## config.mk

```make
export PLATFORM = sky130hd
export DESIGN_NAME = unicode_whitespace_normalizer_unit
export DESIGN_NICKNAME = d
export VERILOG_FILES = /design/src/hw/rtl/uwn_pkg.sv /design/src/hw/rtl/unicode_whitespace_normalizer_unit.sv /design/src/hw/rtl/uwn_classify.sv /design/src/hw/rtl/uwn_trail_mem.sv
export SDC_FILE = /design/constraint.sdc
export NUM_CORES = 1
export LEC_CHECK = 0
export ABC_AREA = 1
export BUFFER_PORTS_ARGS = -buffer_cell sky130_fd_sc_hd__buf_4
export CAP_MARGIN = 20
export CORE_MARGIN = 3
export CORE_UTILIZATION = 57
export DETAILED_ROUTE_END_ITERATION = 16
export GPL_ROUTABILITY_DRIVEN = 0
export PLACE_DENSITY = 0.76
export SLEW_MARGIN = 20
export SYNTH_ARGS = -nofsm -noshare
export SYNTH_HDL_FRONTEND = slang
export SYNTH_SLANG_ARGS = --single-unit
```

## constraint.sdc

```tcl
create_clock -name clk -period 3.3 [get_ports clk]
set_clock_uncertainty 0.1 [all_clocks]
set_input_delay 0.165 -clock clk [delete_from_list [all_inputs] [get_ports clk]]
set_output_delay 0.165 -clock clk [all_outputs]
set_load 0.01 [all_outputs]
```

## src/hw/rtl/uwn_pkg.sv

```systemverilog
`default_nettype none
// ----------------------------------------------------------------------------
// uwn_pkg
// Shared types and constants for the white-space normalizer: code point
// widths, configuration register indexes and the character codes that the
// classifier recognizes.
// ----------------------------------------------------------------------------
package uwn_pkg;

  // code point and configuration port widths
  localparam int CP_W       = 21;
  localparam int CFG_IDX_W  = 2;
  localparam int CFG_DATA_W = 1;

  // default depth of the trailing white-space store
  localparam int TRAIL_DEPTH_DEF = 32;

  // configuration register indexes
  localparam logic [CFG_IDX_W-1:0] REG_COLLAPSE_SPACES   = 2'd0;
  localparam logic [CFG_IDX_W-1:0] REG_COLLAPSE_NEWLINES = 2'd1;
  localparam logic [CFG_IDX_W-1:0] REG_TRIM_LEADING      = 2'd2;
  localparam logic [CFG_IDX_W-1:0] REG_TRIM_TRAILING     = 2'd3;

  // character codes
  localparam logic [CP_W-1:0] CP_TAB      = 21'h00_0009;
  localparam logic [CP_W-1:0] CP_LF       = 21'h00_000A;
  localparam logic [CP_W-1:0] CP_VT       = 21'h00_000B;
  localparam logic [CP_W-1:0] CP_FF       = 21'h00_000C;
  localparam logic [CP_W-1:0] CP_CR       = 21'h00_000D;
  localparam logic [CP_W-1:0] CP_SPACE    = 21'h00_0020;
  localparam logic [CP_W-1:0] CP_NEL      = 21'h00_0085;
  localparam logic [CP_W-1:0] CP_NBSP     = 21'h00_00A0;
  localparam logic [CP_W-1:0] CP_OGHAM    = 21'h00_1680;
  localparam logic [CP_W-1:0] CP_EN_QUAD  = 21'h00_2000;
  localparam logic [CP_W-1:0] CP_HAIR_SP  = 21'h00_200A;
  localparam logic [CP_W-1:0] CP_LINE_SEP = 21'h00_2028;
  localparam logic [CP_W-1:0] CP_PARA_SEP = 21'h00_2029;
  localparam logic [CP_W-1:0] CP_NNBSP    = 21'h00_202F;
  localparam logic [CP_W-1:0] CP_MMSP     = 21'h00_205F;
  localparam logic [CP_W-1:0] CP_IDEO_SP  = 21'h00_3000;

  // mode bits that steer the classifier
  typedef struct packed {
    logic collapse_spaces;
    logic collapse_newlines;
  } cls_mode_t;

  // classifier verdict for one code point
  typedef struct packed {
    logic white;
    logic collapsible;
  } cls_t;

endpackage : uwn_pkg
`default_nettype wire

```

## src/hw/rtl/unicode_whitespace_normalizer_unit.sv

```systemverilog
`default_nettype none
// ----------------------------------------------------------------------------
// unicode_whitespace_normalizer_unit
// Collapses runs of white space into one space and trims leading and
// trailing white space, one code point per input word.
// ----------------------------------------------------------------------------
// An input word is taken when the unit is idle. A word that produces no
// result, or one that is only held as trailing white space, is done in the
// cycle it is taken; a word that emits its own character goes out from
// S_PUTP. When a non-space arrives behind held trailing white space, the
// store drains first in S_SEND at one word per cycle from its single read
// port, while the output does not stall, and then the word itself goes out
// from S_PUTP. A store overflow, which emits the oldest held entry, goes out
// from S_SEND. Results leave through an output register, so a finished word
// may wait for the consumer while the store pointer logic has already moved
// on. The store holds TRAIL_DEPTH entries in a circular buffer with a head
// pointer and a fill count; no clearing pass is needed after reset.
// ----------------------------------------------------------------------------
module unicode_whitespace_normalizer_unit #(
  parameter int TRAIL_DEPTH = uwn_pkg::TRAIL_DEPTH_DEF
) (
  input  wire logic                            clk,
  input  wire logic                            rst_n,
  // input channel
  input  wire logic                            in_valid,
  output logic                                 in_ready,
  input  wire logic [uwn_pkg::CP_W-1:0]        in_code_point,
  input  wire logic                            in_final_char,
  // result channel
  output logic                                 out_valid,
  input  wire logic                            out_ready,
  output logic      [uwn_pkg::CP_W-1:0]        out_char,
  output logic                                 out_has_char,
  output logic                                 out_end_of_text,
  output logic                                 out_store_overflow,
  // configuration
  input  wire logic                            cfg_we,
  input  wire logic [uwn_pkg::CFG_IDX_W-1:0]   cfg_index,
  input  wire logic [uwn_pkg::CFG_DATA_W-1:0]  cfg_data
);

  localparam int IDX_W = (TRAIL_DEPTH > 1) ? $clog2(TRAIL_DEPTH) : 1;
  localparam int CNT_W = $clog2(TRAIL_DEPTH + 1);
  localparam int SUM_W = CNT_W + 1;
  localparam logic [CNT_W-1:0] CNT_FULL = CNT_W'(TRAIL_DEPTH);
  localparam logic [CNT_W-1:0] CNT_ONE  = CNT_W'(1);
  localparam logic [SUM_W-1:0] SUM_WRAP = SUM_W'(TRAIL_DEPTH);
  localparam logic [IDX_W-1:0] IDX_LAST = IDX_W'(TRAIL_DEPTH - 1);

  typedef enum logic [1:0] {
    S_IDLE,
    S_SEND,
    S_PUTP
  } state_t;

  // control state
  state_t            state_r, state_nxt;
  logic              bfc_r, bfc_nxt;
  logic              run_r, run_nxt;
  logic [IDX_W-1:0]  head_r, head_nxt;
  logic [CNT_W-1:0]  count_r, count_nxt;
  logic              ovf_r, ovf_nxt;
  logic              ovf_mode_r, ovf_mode_nxt;

  // configuration registers
  logic              col_sp_r, col_sp_nxt;
  logic              col_nl_r, col_nl_nxt;
  logic              trim_l_r, trim_l_nxt;
  logic              trim_t_r, trim_t_nxt;

  // pending word of the current item
  logic [uwn_pkg::CP_W-1:0] p_r, p_nxt;
  logic                     has_r, has_nxt;
  logic                     fin_r, fin_nxt;

  // output register
  logic                     ovalid_r, ovalid_nxt;
  logic [uwn_pkg::CP_W-1:0] ochar_r, ochar_nxt;
  logic                     ohas_r, ohas_nxt;
  logic                     oeot_r, oeot_nxt;
  logic                     oovf_r, oovf_nxt;

  // store ports
  logic                     mem_we;
  logic [IDX_W-1:0]         mem_waddr;
  logic [uwn_pkg::CP_W-1:0] mem_wdata;
  logic                     mem_re;
  logic [IDX_W-1:0]         mem_raddr;
  logic [uwn_pkg::CP_W-1:0] mem_rdata;

  // decode of the incoming word
  uwn_pkg::cls_mode_t       mode;
  uwn_pkg::cls_t            cls;
  logic                     accept;
  logic                     drop;
  logic                     have;
  logic [uwn_pkg::CP_W-1:0] p_in;
  logic                     p_white;
  logic                     hold;
  logic                     full;
  logic                     can_push;
  logic [SUM_W-1:0]         tail_sum;
  logic [IDX_W-1:0]         tail;
  logic [IDX_W-1:0]         head_inc;

  assign mode.collapse_spaces   = col_sp_r;
  assign mode.collapse_newlines = col_nl_r;

  uwn_classify u_cls (
    .cp   (in_code_point),
    .mode (mode),
    .cls  (cls)
  );

  uwn_trail_mem #(
    .DEPTH  (TRAIL_DEPTH),
    .ADDR_W (IDX_W)
  ) u_mem (
    .clk   (clk),
    .we    (mem_we),
    .waddr (mem_waddr),
    .wdata (mem_wdata),
    .re    (mem_re),
    .raddr (mem_raddr),
    .rdata (mem_rdata)
  );

  // per-word decisions
  assign accept   = in_valid && (state_r == S_IDLE);
  assign drop     = bfc_r && trim_l_r && cls.white;
  assign have     = !drop && (!cls.collapsible || !run_r);
  assign p_in     = cls.collapsible ? uwn_pkg::CP_SPACE : in_code_point;
  assign p_white  = cls.collapsible || cls.white;
  assign hold     = trim_t_r && p_white;
  assign full     = (count_r == CNT_FULL);
  assign can_push = !ovalid_r || out_ready;

  // circular buffer pointers
  assign tail_sum = SUM_W'(head_r) + SUM_W'(count_r);
  assign tail     = (tail_sum >= SUM_WRAP) ? IDX_W'(tail_sum - SUM_WRAP) : IDX_W'(tail_sum);
  assign head_inc = (head_r == IDX_LAST) ? '0 : IDX_W'(head_r + IDX_W'(1));

  // next-state logic
  always_comb begin
    state_nxt    = state_r;
    bfc_nxt      = bfc_r;
    run_nxt      = run_r;
    head_nxt     = head_r;
    count_nxt    = count_r;
    ovf_nxt      = ovf_r;
    ovf_mode_nxt = ovf_mode_r;
    col_sp_nxt   = col_sp_r;
    col_nl_nxt   = col_nl_r;
    trim_l_nxt   = trim_l_r;
    trim_t_nxt   = trim_t_r;
    p_nxt        = p_r;
    has_nxt      = has_r;
    fin_nxt      = fin_r;
    ovalid_nxt   = ovalid_r && !out_ready;
    ochar_nxt    = ochar_r;
    ohas_nxt     = ohas_r;
    oeot_nxt     = oeot_r;
    oovf_nxt     = oovf_r;
    mem_we       = 1'b0;
    mem_waddr    = tail;
    mem_wdata    = p_in;
    mem_re       = 1'b0;
    mem_raddr    = head_r;

    // configuration writes
    if (cfg_we) begin
      unique case (cfg_index)
        uwn_pkg::REG_COLLAPSE_SPACES:   col_sp_nxt = cfg_data[0];
        uwn_pkg::REG_COLLAPSE_NEWLINES: col_nl_nxt = cfg_data[0];
        uwn_pkg::REG_TRIM_LEADING:      trim_l_nxt = cfg_data[0];
        uwn_pkg::REG_TRIM_TRAILING:     trim_t_nxt = cfg_data[0];
        default: ;
      endcase
    end

    unique case (state_r)
      S_IDLE: begin
        if (accept) begin
          if (bfc_r && !drop) begin
            bfc_nxt = 1'b0;
          end
          if (!drop) begin
            run_nxt = cls.collapsible;
          end
          p_nxt   = p_in;
          has_nxt = 1'b1;
          fin_nxt = in_final_char;
          if (!have || (hold && !full)) begin
            // nothing to emit now; a final word still needs its end marker
            if (in_final_char) begin
              p_nxt     = '0;
              has_nxt   = 1'b0;
              state_nxt = S_PUTP;
            end else if (have) begin
              mem_we    = 1'b1;
              count_nxt = count_r + CNT_ONE;
            end
          end else if (hold) begin
            // store full: pop the oldest entry, then store the new one
            mem_re       = 1'b1;
            ovf_mode_nxt = 1'b1;
            state_nxt    = S_SEND;
          end else if (count_r != '0) begin
            // drain held white space ahead of this character
            mem_re       = 1'b1;
            ovf_mode_nxt = 1'b0;
            state_nxt    = S_SEND;
          end else begin
            state_nxt = S_PUTP;
          end
        end
      end

      S_SEND: begin
        if (can_push) begin
          ovalid_nxt = 1'b1;
          ochar_nxt  = mem_rdata;
          ohas_nxt   = 1'b1;
          oovf_nxt   = ovf_mode_r || ovf_r;
          oeot_nxt   = ovf_mode_r && fin_r;
          head_nxt   = head_inc;
          if (ovf_mode_r) begin
            // new entry takes the slot just freed
            mem_we    = 1'b1;
            mem_waddr = head_r;
            mem_wdata = p_r;
            ovf_nxt   = 1'b1;
            state_nxt = S_IDLE;
            if (fin_r) begin
              bfc_nxt   = 1'b1;
              run_nxt   = 1'b0;
              head_nxt  = '0;
              count_nxt = '0;
              ovf_nxt   = 1'b0;
            end
          end else begin
            count_nxt = count_r - CNT_ONE;
            if (count_r == CNT_ONE) begin
              state_nxt = S_PUTP;
            end else begin
              mem_re    = 1'b1;
              mem_raddr = head_inc;
            end
          end
        end
      end

      S_PUTP: begin
        if (can_push) begin
          ovalid_nxt = 1'b1;
          ochar_nxt  = p_r;
          ohas_nxt   = has_r;
          oovf_nxt   = ovf_r;
          oeot_nxt   = fin_r;
          state_nxt  = S_IDLE;
          if (fin_r) begin
            bfc_nxt   = 1'b1;
            run_nxt   = 1'b0;
            head_nxt  = '0;
            count_nxt = '0;
            ovf_nxt   = 1'b0;
          end
        end
      end

      default: state_nxt = S_IDLE;
    endcase
  end

  // state and output registers
  always_ff @(posedge clk) begin
    if (!rst_n) begin
      state_r    <= S_IDLE;
      bfc_r      <= 1'b1;
      run_r      <= 1'b0;
      head_r     <= '0;
      count_r    <= '0;
      ovf_r      <= 1'b0;
      ovf_mode_r <= 1'b0;
      col_sp_r   <= 1'b1;
      col_nl_r   <= 1'b1;
      trim_l_r   <= 1'b1;
      trim_t_r   <= 1'b1;
      ovalid_r   <= 1'b0;
    end else begin
      state_r    <= state_nxt;
      bfc_r      <= bfc_nxt;
      run_r      <= run_nxt;
      head_r     <= head_nxt;
      count_r    <= count_nxt;
      ovf_r      <= ovf_nxt;
      ovf_mode_r <= ovf_mode_nxt;
      col_sp_r   <= col_sp_nxt;
      col_nl_r   <= col_nl_nxt;
      trim_l_r   <= trim_l_nxt;
      trim_t_r   <= trim_t_nxt;
      ovalid_r   <= ovalid_nxt;
    end
  end

  // payload registers
  always_ff @(posedge clk) begin
    p_r     <= p_nxt;
    has_r   <= has_nxt;
    fin_r   <= fin_nxt;
    ochar_r <= ochar_nxt;
    ohas_r  <= ohas_nxt;
    oeot_r  <= oeot_nxt;
    oovf_r  <= oovf_nxt;
  end

  assign in_ready           = (state_r == S_IDLE);
  assign out_valid          = ovalid_r;
  assign out_char           = ochar_r;
  assign out_has_char       = ohas_r;
  assign out_end_of_text    = oeot_r;
  assign out_store_overflow = oovf_r;

endmodule : unicode_whitespace_normalizer_unit
`default_nettype wire

```

## src/hw/rtl/uwn_classify.sv

```systemverilog
`default_nettype none
// ----------------------------------------------------------------------------
// uwn_classify
// Decides whether a code point is white space and whether it belongs to a
// collapsible run under the current mode bits.
// ----------------------------------------------------------------------------
module uwn_classify (
  input  wire logic [uwn_pkg::CP_W-1:0] cp,
  input  wire uwn_pkg::cls_mode_t       mode,
  output uwn_pkg::cls_t                 cls
);

  logic space_cat;
  logic newline;
  logic tab_like;

  // Zs, Zl and Zp
  assign space_cat = (cp == uwn_pkg::CP_SPACE)    || (cp == uwn_pkg::CP_NBSP)  ||
                     (cp == uwn_pkg::CP_OGHAM)    ||
                     ((cp >= uwn_pkg::CP_EN_QUAD) && (cp <= uwn_pkg::CP_HAIR_SP)) ||
                     (cp == uwn_pkg::CP_NNBSP)    || (cp == uwn_pkg::CP_MMSP)  ||
                     (cp == uwn_pkg::CP_IDEO_SP)  ||
                     (cp == uwn_pkg::CP_LINE_SEP) || (cp == uwn_pkg::CP_PARA_SEP);

  assign newline  = (cp == uwn_pkg::CP_LF) || (cp == uwn_pkg::CP_CR);
  assign tab_like = (cp == uwn_pkg::CP_TAB) || (cp == uwn_pkg::CP_VT) ||
                    (cp == uwn_pkg::CP_FF)  || (cp == uwn_pkg::CP_NEL);

  // verdict
  assign cls.white       = space_cat || newline || tab_like;
  assign cls.collapsible = ((space_cat || tab_like) && mode.collapse_spaces) ||
                           (newline && mode.collapse_newlines);

endmodule : uwn_classify
`default_nettype wire

```

## src/hw/rtl/uwn_trail_mem.sv

```systemverilog
`default_nettype none
// ----------------------------------------------------------------------------
// uwn_trail_mem
// Trailing white-space store: one write port, one read port and registered
// read data.
// ----------------------------------------------------------------------------
module uwn_trail_mem #(
  parameter int DEPTH = uwn_pkg::TRAIL_DEPTH_DEF,
  parameter int ADDR_W = (DEPTH > 1) ? $clog2(DEPTH) : 1
) (
  input  wire logic                      clk,
  input  wire logic                      we,
  input  wire logic [ADDR_W-1:0]         waddr,
  input  wire logic [uwn_pkg::CP_W-1:0]  wdata,
  input  wire logic                      re,
  input  wire logic [ADDR_W-1:0]         raddr,
  output logic      [uwn_pkg::CP_W-1:0]  rdata
);

  logic [uwn_pkg::CP_W-1:0] mem [DEPTH];

  // write port
  always_ff @(posedge clk) begin
    if (we) begin
      mem[waddr] <= wdata;
    end
  end

  // read port, data held until the next read
  always_ff @(posedge clk) begin
    if (re) begin
      rdata <= mem[raddr];
    end
  end

endmodule : uwn_trail_mem
`default_nettype wire

```

==> out/metrics.cfg <==
[logic_synthesis]
synth_top_family_by_area=compound AO/OA/AOI/OAI gates
ys_ff_latch=762
synthFlopType=edfxtp_1
synthAdderAreaFrac=0.00619
synth_area_leaders=edfxtp_1 70%, nor2_1 4.4%, o21ai_0 4.3%
synth_xor_area_frac=0.000833
synth-simple-area-share=0.117
synth-compound-area-share=0.122
synth_area_um2=31600
syn-num-nets=2556
avgSynthCellArea_um2=12.6
synth.distinct_cells=44
synthArstFlopShare=0
synth_largest_area_cell=edfxtp_1
synth_top_area_frac=0.704
syn_inst=2511
ys_seq_area_frac=0.718
synth_edf_count=740
ys_warn_count=0
synth_mux_area_frac=0.00190

[timing]
tightestPinTransition_ps=1030
period_needed_ps=3190
tns_ps=0
rsz0062_at_grt=yes
relSlewSlack=0.311
final-setup-viol-count=0
fmax_ghz=0.314
maxSlewViolCount=0
hold_viol_final=0
fin_crit_sh=0.966

[run_status]
status=complete, no violations

[power]
power_frac_comb=0.366
ir_drop_mv=0.681
powerDensity_nw_per_um2=884
power_mw=32.3
clockPowerShare=0.266
power.switching_mw=12.1
p_int_mw=20.2
swShare=0.375
p_leak_nw=12.4
p_seq_frac=0.368

[die]
initial_core_util=0.581
fp.dieW_um=241
num_rows=85
design.die.area_um2=58200
die_y_um=241
num_io_pins=56
core_area_um2=54300

[worst_setup_path]
crit_type=reg -> reg
path_buf_inv=3
startpoint_type=register
cp.required_ps=3550
worstPathCellList=ha_1 > nand2_1 > nor2_1 > ha_1 > nor2_1 > o21ai_4 > buf_4 > buf_12 > buf_4 > or2_2 > o211ai_1 > o211ai_1 > nand3_1 > nand2_1 > nand2_1 > nand2_1
end_kind=register
worstPathArrival_ps=3430
crit_slowest_cell=dfxtp_1
critPathMaxStageDelay_ps=380
crit_fanout=37
cp_top_family=simple AND/OR/NAND/NOR gates
critical-path-top-cell-by-count=nand2_1

[final_layout]
nFillCells=3589
final_cell_mix=740 x edfxtp_1, 340 x nor2_1, 297 x nand2_1
drive_gt1_frac=0.142
fin_nets=2692
final_util=0.674
n_antenna_cell=0
syn_to_final_growth_pct=16.0
layout_commonest_cell=edfxtp_1

[global_routing]
grt_start_max_net_pins=115
busiest_layer=met2
grtUsageMet2=0.450
antenna_found_initial=0
grt_pass1_wl_um=124000
track_usage=0.282
use_met1=0.386
gr-usage-met3=0.0577
overflow=0
grt_pass1_vias=21000

[clock_tree]
cts_sinks=762
cts_tree=yes
ctsRootBufferMaster=clkbuf_16
clkLatencyLatePin_ps=630
path_clk_slew_ps=60
cts-buffers-inserted=76
cts_buffer_depth=3
cts_htree_levels=3

[drt]
ant_nets=0
drt_wl_total_um=83700
viasPerCell=6.37
vias=21900
drt_iter0_markers=3086
route.detailed.drc=0
dr.pass1.iters=8
routedWlPerCell_um=24.3

[place]
io_buffers=55
hpwl_um=48500

[min_path]
min_path_type=in -> reg

[flow_run]
drv_cap=0

cell type report:
cell class / instances / area, um2 / share of cell area
inverters: 77 / 303 / 0.00827
flip-flops and latches: 762 / 22700 / 0.619
well taps: 739 / 925 / 0.0253
clock buffers: 88 / 1990 / 0.0543
multi-input cells: 1509 / 8010 / 0.219
clock inverters: 50 / 489 / 0.0134
repair buffers: 221 / 2230 / 0.0608
final timing paths:
| check | start | end | slack [ps] | depth (start not counted) |
|---|---|---|---|---|
| worst max-delay path | head_r[0] | u_mem.rdata[0] | 110 | 16 |
| worst min-delay path | in_valid | state_r[1] | 70 | 6 |
| worst max register to register | head_r[0] | u_mem.rdata[0] | 110 | 16 |
| worst min register to register | ovf_r | ovf_r | 390 | 2 |
sequential cells by signal (all words and copies together) (netlist names), 2 cells and up:
| register | flops |
|---|---|
| u_mem.mem | 672 |
| out_char | 21 |
| p_r | 21 |
| u_mem.rdata | 21 |
| count_r | 6 |
| head_r | 5 |
| state_r | 2 |
cell usage after synthesis, drive strengths merged (2+ instances only):
cell type / number
a21oi: 31
buf: 101
clkbuf: 62
clkinv: 4
dfxtp: 22
edfxtp: 740
ha: 14
inv: 73
mux2i: 6
nand2: 302
nand3: 112
nand4: 8
nor2: 375
nor3: 8
nor4: 2
o211ai: 158
o21ai: 304
o21bai: 32
o221ai: 76
or2: 70
xor2: 2
power by group through the flow:
stage	Clock, mW	Sequential, mW	Combinational, mW
3_5_place_dp	0	12.1	11.0
3_3_place_gp	0	12.1	10.7
6_report	8.60	11.9	11.9
5_1_grt	9.04	11.9	12.8
2_1_floorplan	0	12.0	7.06
4_1_cts	8.65	11.9	11.2
repair_timing:
item                                   CTS  global route
setup endpoints to repair                0           397
buffers inserted                         0             5
resized for setup                        0            22
hold buffers                            32             0
endpoints found under the hold margin   34             0
cell families after synthesis:
family | count (synthesis)
xor+xnor | 3
flops | 762
simple gates | 877
buf+inv | 240
fa+ha+maj | 15
mux | 6
compound gates | 608
layer usage:
layer	wire, um	part of all wire
met5	0	0
met4	3230	0.039
met3	8980	0.11
met2	39700	0.47
met1	31700	0.38
worst reg2reg max path, stage by stage, from the launching register on:
cell and delay [ps]:
dfxtp_1 380, ha_1 240, nand2_1 80, nor2_1 50, ha_1 200, nor2_1 240
o21ai_4 100, buf_4 150, buf_12 160, buf_4 220, or2_2 310, o211ai_1 120
o211ai_1 140, nand3_1 130, nand2_1 110, nand2_1 80, nand2_1 110
per-stage QoR:
stage               cell area (um2)  instances  hold slack [ps]  setup slack (ps)
floorplan                     31600       2511              164             -14.1
global placement              33500       3265              254               202
detailed placement            33500       3265              257               115
CTS                           36300       3435             35.3              21.8
global route                  36600       3446             98.7             -39.8
finish                        36600       3446             73.8               113
Note: power is estimated with default switching activity, not from simulation.
